===== src/hw/rtl/mvt_pkg.sv =====
// ----------------------------------------------------------------------------
// Matrix-vector transform package
// Shared field types, register map constants and pipeline control struct.
// ----------------------------------------------------------------------------
package mvt_pkg;

  // Width of every vector and result field on the channels.
  localparam int FieldBits  = 32;
  // Configuration register map.
  localparam int NumRegs    = 8;
  localparam int RegBits    = 64;
  localparam int CfgIdxBits = 3;

  typedef logic signed [FieldBits-1:0] field_t;
  typedef logic [CfgIdxBits-1:0]       cfg_idx_t;
  typedef logic [RegBits-1:0]          cfg_data_t;

  // Reset contents of the matrix registers: the identity in Q16.16.
  localparam logic [RegBits-1:0] ResetVals [NumRegs] = '{
    64'h0000_0000_0001_0000, 64'h0, 64'h0001_0000_0000_0000, 64'h0,
    64'h0, 64'h0000_0000_0001_0000, 64'h0, 64'h0001_0000_0000_0000
  };

  // Load enables of the four pipeline stages.
  typedef struct packed {
    logic s1;  // product registers
    logic s2;  // pair sums
    logic s3;  // row totals with the half step added
    logic s4;  // saturated output words
  } stage_en_t;

endpackage


===== src/hw/rtl/mvt_merge.sv =====
// ----------------------------------------------------------------------------
// Result merge
// Scales the lane totals back to the word format, saturates them and
// combines the per-lane clip flags into one saturation bit.
// ----------------------------------------------------------------------------
module mvt_merge #(
  parameter int DIM       = 4,
  parameter int WORD_BITS = 32,
  localparam int AccBits  = 2 * WORD_BITS + 2
) (
  input  logic                      clk_i,
  input  mvt_pkg::stage_en_t        en_i,
  input  logic signed [AccBits-1:0] sum_i [DIM],
  output mvt_pkg::field_t           word_o [4],
  output logic                      sat_o
);
  import mvt_pkg::*;

  localparam int FracBits = WORD_BITS / 2;
  localparam longint MaxWord = (longint'(1) <<< (WORD_BITS - 1)) - 1;
  localparam longint MinWord = -MaxWord - 1;
  localparam logic signed [AccBits-1:0] MaxAcc = AccBits'(MaxWord);
  localparam logic signed [AccBits-1:0] MinAcc = AccBits'(MinWord);
  localparam logic signed [WORD_BITS-1:0] MaxW = WORD_BITS'(MaxWord);
  localparam logic signed [WORD_BITS-1:0] MinW = WORD_BITS'(MinWord);

  field_t     word_d [4];
  logic [3:0] flag_d;
  field_t     word_q [4];
  logic       sat_q;

  for (genvar r = 0; r < 4; r++) begin : g_row
    if (r < DIM) begin : g_used
      logic signed [AccBits-1:0]   shifted;
      logic                        hi;
      logic                        lo;
      logic signed [WORD_BITS-1:0] res_w;
      assign shifted   = sum_i[r] >>> FracBits;
      assign hi        = shifted > MaxAcc;
      assign lo        = shifted < MinAcc;
      assign res_w     = hi ? MaxW : (lo ? MinW : shifted[WORD_BITS-1:0]);
      assign word_d[r] = FieldBits'(res_w);
      assign flag_d[r] = hi | lo;
    end else begin : g_unused
      // Rows beyond the dimension in use read as zero.
      assign word_d[r] = '0;
      assign flag_d[r] = 1'b0;
    end
  end

  always_ff @(posedge clk_i) begin
    if (en_i.s4) begin
      word_q <= word_d;
      sat_q  <= |flag_d;
    end
  end

  assign word_o = word_q;
  assign sat_o  = sat_q;

endmodule


===== config.mk =====
export PLATFORM = sky130hd
export DESIGN_NAME = mvt_merge
export DESIGN_NICKNAME = d
export VERILOG_FILES = /design/src/hw/rtl/mvt_pkg.sv /design/src/hw/rtl/mvt_merge.sv
export SDC_FILE = /design/constraint.sdc
export NUM_CORES = 1
export LEC_CHECK = 0
export BUFFER_PORTS_ARGS = -buffer_cell sky130_fd_sc_hd__buf_4
export CAP_MARGIN = 20
export CORE_AREA = 2 2 155 157
export DETAILED_ROUTE_END_ITERATION = 8
export DIE_AREA = 0 0 157 159
export PLACE_DENSITY_LB_ADDON = 0.1
export SETUP_SLACK_MARGIN = 0.02
export SYNTH_ARGS = -nofsm -noshare
export SYNTH_HDL_FRONTEND = slang
export SYNTH_SLANG_ARGS = --single-unit

===== constraint.sdc =====
create_clock -name clk_i -period 1.9 [get_ports clk_i]
set_input_delay 0 -clock clk_i [delete_from_list [all_inputs] [get_ports clk_i]]
set_output_delay 0 -clock clk_i [all_outputs]
set_load 0.01 [all_outputs]

* Yosys cells after proc, flatten, opt, wreduce, memory -nomap -nowiden
Index checks and enable logic that the tools add are counted.
** Storage, ports and cells
- Bits in registers :: 129
- Bits in latches :: 0
- Bits in writable memories :: 0
- Memory bits (read-only) :: 0
- Input bits :: 269
- Output and inout port bits :: 129
- Word-level logic and storage cells :: 22
- Memories :: 0
** Operators by class
- Add/sub/neg operators :: 0
- Multipliers :: 0
- Divide/modulo/power cells :: 0
- Order comparisons :: 8
- Eq/ne operators :: 0
- Shifts and indexed selects :: 0
- Muxes and demuxes :: 4
- Bitwise operators :: 4
- Reduce and logical (&&, ||, !) cells :: 1
** Operator list (count)
- $gt A50 B32 Y1 const B :: 4
- $lt A50 B32 Y1 const B :: 4
- $mux W32 :: 4
- $or A1 B1 Y1 :: 4
- $reduce_or A4 Y1 :: 1

* Logic depth before layout (Yosys ltp)
- Depth in word-level cells :: 3
- Gate-level depth with buffers :: 6
- Mapped depth without buffers :: 5

* Worst setup path before layout
No wires, ideal clock.
- Kind :: input to register
- Start :: in sum_i[47] (netlist name)
- End :: reg sat_q, in the netlist sat_o (data pin)
- Setup time :: 259 ps
- Data arrival time :: 1268 ps
- Data required time :: 1641 ps
- Setup slack :: 373 ps
- Stages :: 4
- Buffers on the path :: 0
- Path through :: or4_1 > o41ai_2 > nand4_1 > or2_1
** Between the ends
- Cells in the longest elaborated chain, start to end :: 3
- Elaborated cells between the ends (all ways) :: 4
- Classes of those cells :: 2 x order compare; 1 x bitwise; 1 x reduce/logical
** RTL lines
- from (decl) :: line mvt_merge.sv:13 : input logic signed [AccBits-1:0] sum_i [DIM],
- $gt A50 B32 Y1 or $lt A50 B32 Y1 (tied branches) :: line mvt_merge.sv:39, mvt_merge.sv:40
- $or A1 B1 Y1 * :: line mvt_merge.sv:43 : assign flag_d[r] = hi | lo;
- $reduce_or A4 Y1 * :: line mvt_merge.sv:54 : sat_q <= |flag_d;
- to (signal assigned) :: line mvt_merge.sv:54
- to (decl) :: line mvt_merge.sv:30 : logic sat_q;
Mark *: on every way between the ends. The rest lies on a longest branch, timed or not.
A chain may end at the register's enable or synchronous reset.

* Worst setup path after layout
- Start :: in sum_i[196] (netlist name)
- End :: reg word_q (netlist bit word_o[73]) (data pin)
** Between the ends
- Cells in the longest elaborated chain, start to end :: 2
- Elaborated cells between the ends (all ways) :: 3
- Classes of those cells :: 2 x order compare; 1 x mux
** RTL lines
- $lt A50 B32 Y1 :: line mvt_merge.sv:40 : assign lo = shifted < MinAcc;
- $mux W32 :: line mvt_merge.sv:41 : assign res_w = hi ? MaxW : (lo ? MinW : shifted[WORD_BITS-1:0]);
- to (signal assigned) :: line mvt_merge.sv:53 : word_q <= word_d;
- to (decl) :: line mvt_merge.sv:29 : field_t word_q [4];
Parallel ways exist; a longest one is shown, timed or not.

==> impl_metrics.ini <==
[die]
core_area_um2 = 23200
die_h_um = 159
die_w_um = 157
die_area_um2 = 25000
initial_core_util_pct = 23.0
ios = 398
rows = 56

[final_layout]
n_fill_cell = 2215
final_util_pct = 43.9
drive_gt1_share_pct = 41.1
diodes = 0
nets = 1201
area_growth_syn_to_layout_pct = 91.2

[critical_path]
cp_num_buf_inv = 3
cp_cell_sequence = buf_4, or4_1, o41ai_4, buf_4, buf_4, nand2_1
path_delay_family = simple AND/OR/NAND/NOR gates
slowest_stage = or4_1
critPathMostFrequentCell = buf_4
start_kind = primary input
max_stage_delay_ns = 0.58
cp.required_ns = 2.05
critical_path.max_fanout = 24
crit_type = primary input to flop
endpoint_kind = flop
arrival_ns = 1.63

[drt]
wl_per_cell_um = 14.7
detail-route-antenna-nets = 0
viasPerCell = 4.12
drt_pass1_iterations = 4
drc = 0
drt_iter0_markers = 178
finalWirelength_um = 18600
route.vias.total = 5207

[power_and_ir_drop]
irDropWorstVdd_v = 0.000466
p_per_area_nw_per_um2 = 814
leakagePower_nw = 4.54

[hold_path]
holdCritPathClass = primary input to flop

[global_route]
grt_pass1_vias = 5519
grt_max_degree = 72
antenna_found_initial = 0
track_usage_pct = 14.6
grt_pass1_wl_um = 28200
overflow = 0

[timing]
slew_headroom_pct = 73.6
hold_violations = 0
hold_slack_ns = 0.0591
fin_crit_ns = 1.48
rsz0062_at_grt = false
setup_viol = 0
tightest_slew_ns = 0.394
fmax_mhz = 674
period_share_pct = 78.0
finalMaxSlewViolations = 0
fin_setup_tns_ns = 0

[synthesis]
synth_fp_nets = 733
ys_seq_area_share_pct = 72.7
synth_area_um2 = 5330
synth_area_leader_cell = edfxtp_1
syn_avg_cell_area_um2 = 11.5
ys_ff_latch = 129
synth_warnings = 0
synth_cell_types = 12
yosysTopAreaCellShare_pct = 72.7
ys_top_cells_by_area = edfxtp_1, nand2_1, buf_2
synth_cells = 464

[clock_network]
htree_num_levels = 4
cts_root_buffer = clkbuf_16
cts_tree = yes
clockBufferDepth = 2
cts_buffers = 17
clkTransAtPathRegs_ns = 0.06
cts_sinks = 129
cts-resized-gates = 0

[outcome]
status = finished, final reports clean

[place]
dp_hpwl_um = 14000
place_congestion = 0.830
portBuffers = 330

[job]
drv_cap = 0
[Yosys cell counts (all sizes together)]
cell type  count
nand4         18
or4            8
nand2        252
o21ai          4
nand3          4
inv            4
or2            1
nor4          12
edfxtp       129
o41ai          4
buf           24
clkbuf         4
[flip-flops by register name, indices dropped and copies added, names as in the netlist]
register  flops
word_o      128
sat_o         1
[area by class of cell]
| type | count | area, um^2 | area share [%] |
|---|---|---|---|
| well taps | 319 | 399 | 3.92 |
| clock inverters | 14 | 179 | 1.76 |
| multi-input cells | 303 | 1370 | 13.4 |
| repair buffers | 477 | 3930 | 38.5 |
| inverters | 4 | 15.0 | 0.147 |
| clock buffers | 18 | 429 | 4.21 |
| flip-flops and latches | 129 | 3870 | 38.0 |
[kinds of logic after synthesis]
logic type             synth area share [%]
DFF                                    72.7
and+or+nand+nor                        22.9
buffers and inverters                  2.82
AOI/OAI and AO/OA                      1.60
[cells in the final DEF, fill, tap and decap left out]
cell type,n
inv_6,6
clkbuf_1,1
nand2_1,252
clkinvlp_4,3
edfxtp_1,129
buf_4,347
bufinv_16,3
clkinv_2,1
nand4_1,18
o41ai_4,4
clkbuf_16,17
or2_1,1
nor4_1,12
or4_1,8
o21ai_2,4
inv_1,4
dlygate4sd3_1,128
buf_12,2
clkinv_4,1
nand3_1,4
[per-layer routing]
layer | vias up | share of wire [%] | track usage (%)
li1 | 2543 | - | -
met1 | 2422 | 38 | 15.5
met2 | 216 | 52 | 26.7
met3 | 26 | 7.6 | 4.30
met4 | 0 | 2.0 | 5.63
met5 | - | 0 | 0
[what timing repair did]
action / CTS / global route
buffers inserted: 0 / 0
hold endpoints to repair: 128 / 0
hold buffers: 128 / 0
[worst min-delay path: stages]
cell,delay (ns)
buf_4,0.10
o41ai_4,0.09
nand4_1,0.08
or2_1,0.09
[path summary, 6_finish.rpt]
| check | start | to | slack [ns] | cells after the start |
|---|---|---|---|---|
| setup / recovery | sum_i[196] | word_o[73]$_SDFFCE_PN1P_ | 0.42 | 6 |
| hold / removal | sum_i[61] | sat_o$_DFFE_PP_ | 0.06 | 4 |
[through the flow]
step,setup slack [ns],power (mW),std cells,cell area [um^2]
after detailed placement,-0.0317,4.77,1104,8300
after CTS,0.409,8.43,1264,10200
after global placement,0.0268,4.75,1104,8300
after global routing,0.355,8.66,1264,10200
final,0.417,8.29,1264,10200
after floorplan,0.373,3.87,464,5330
[power by group]
part	total, mW	switching (mW)	internal [mW]
logic	1.42	0.610	0.810
clock network	3.39	1.30	2.09
registers	3.48	0.0698	3.41
total	8.29	1.98	6.31
Note: power is estimated with default switching activity, not from simulation.
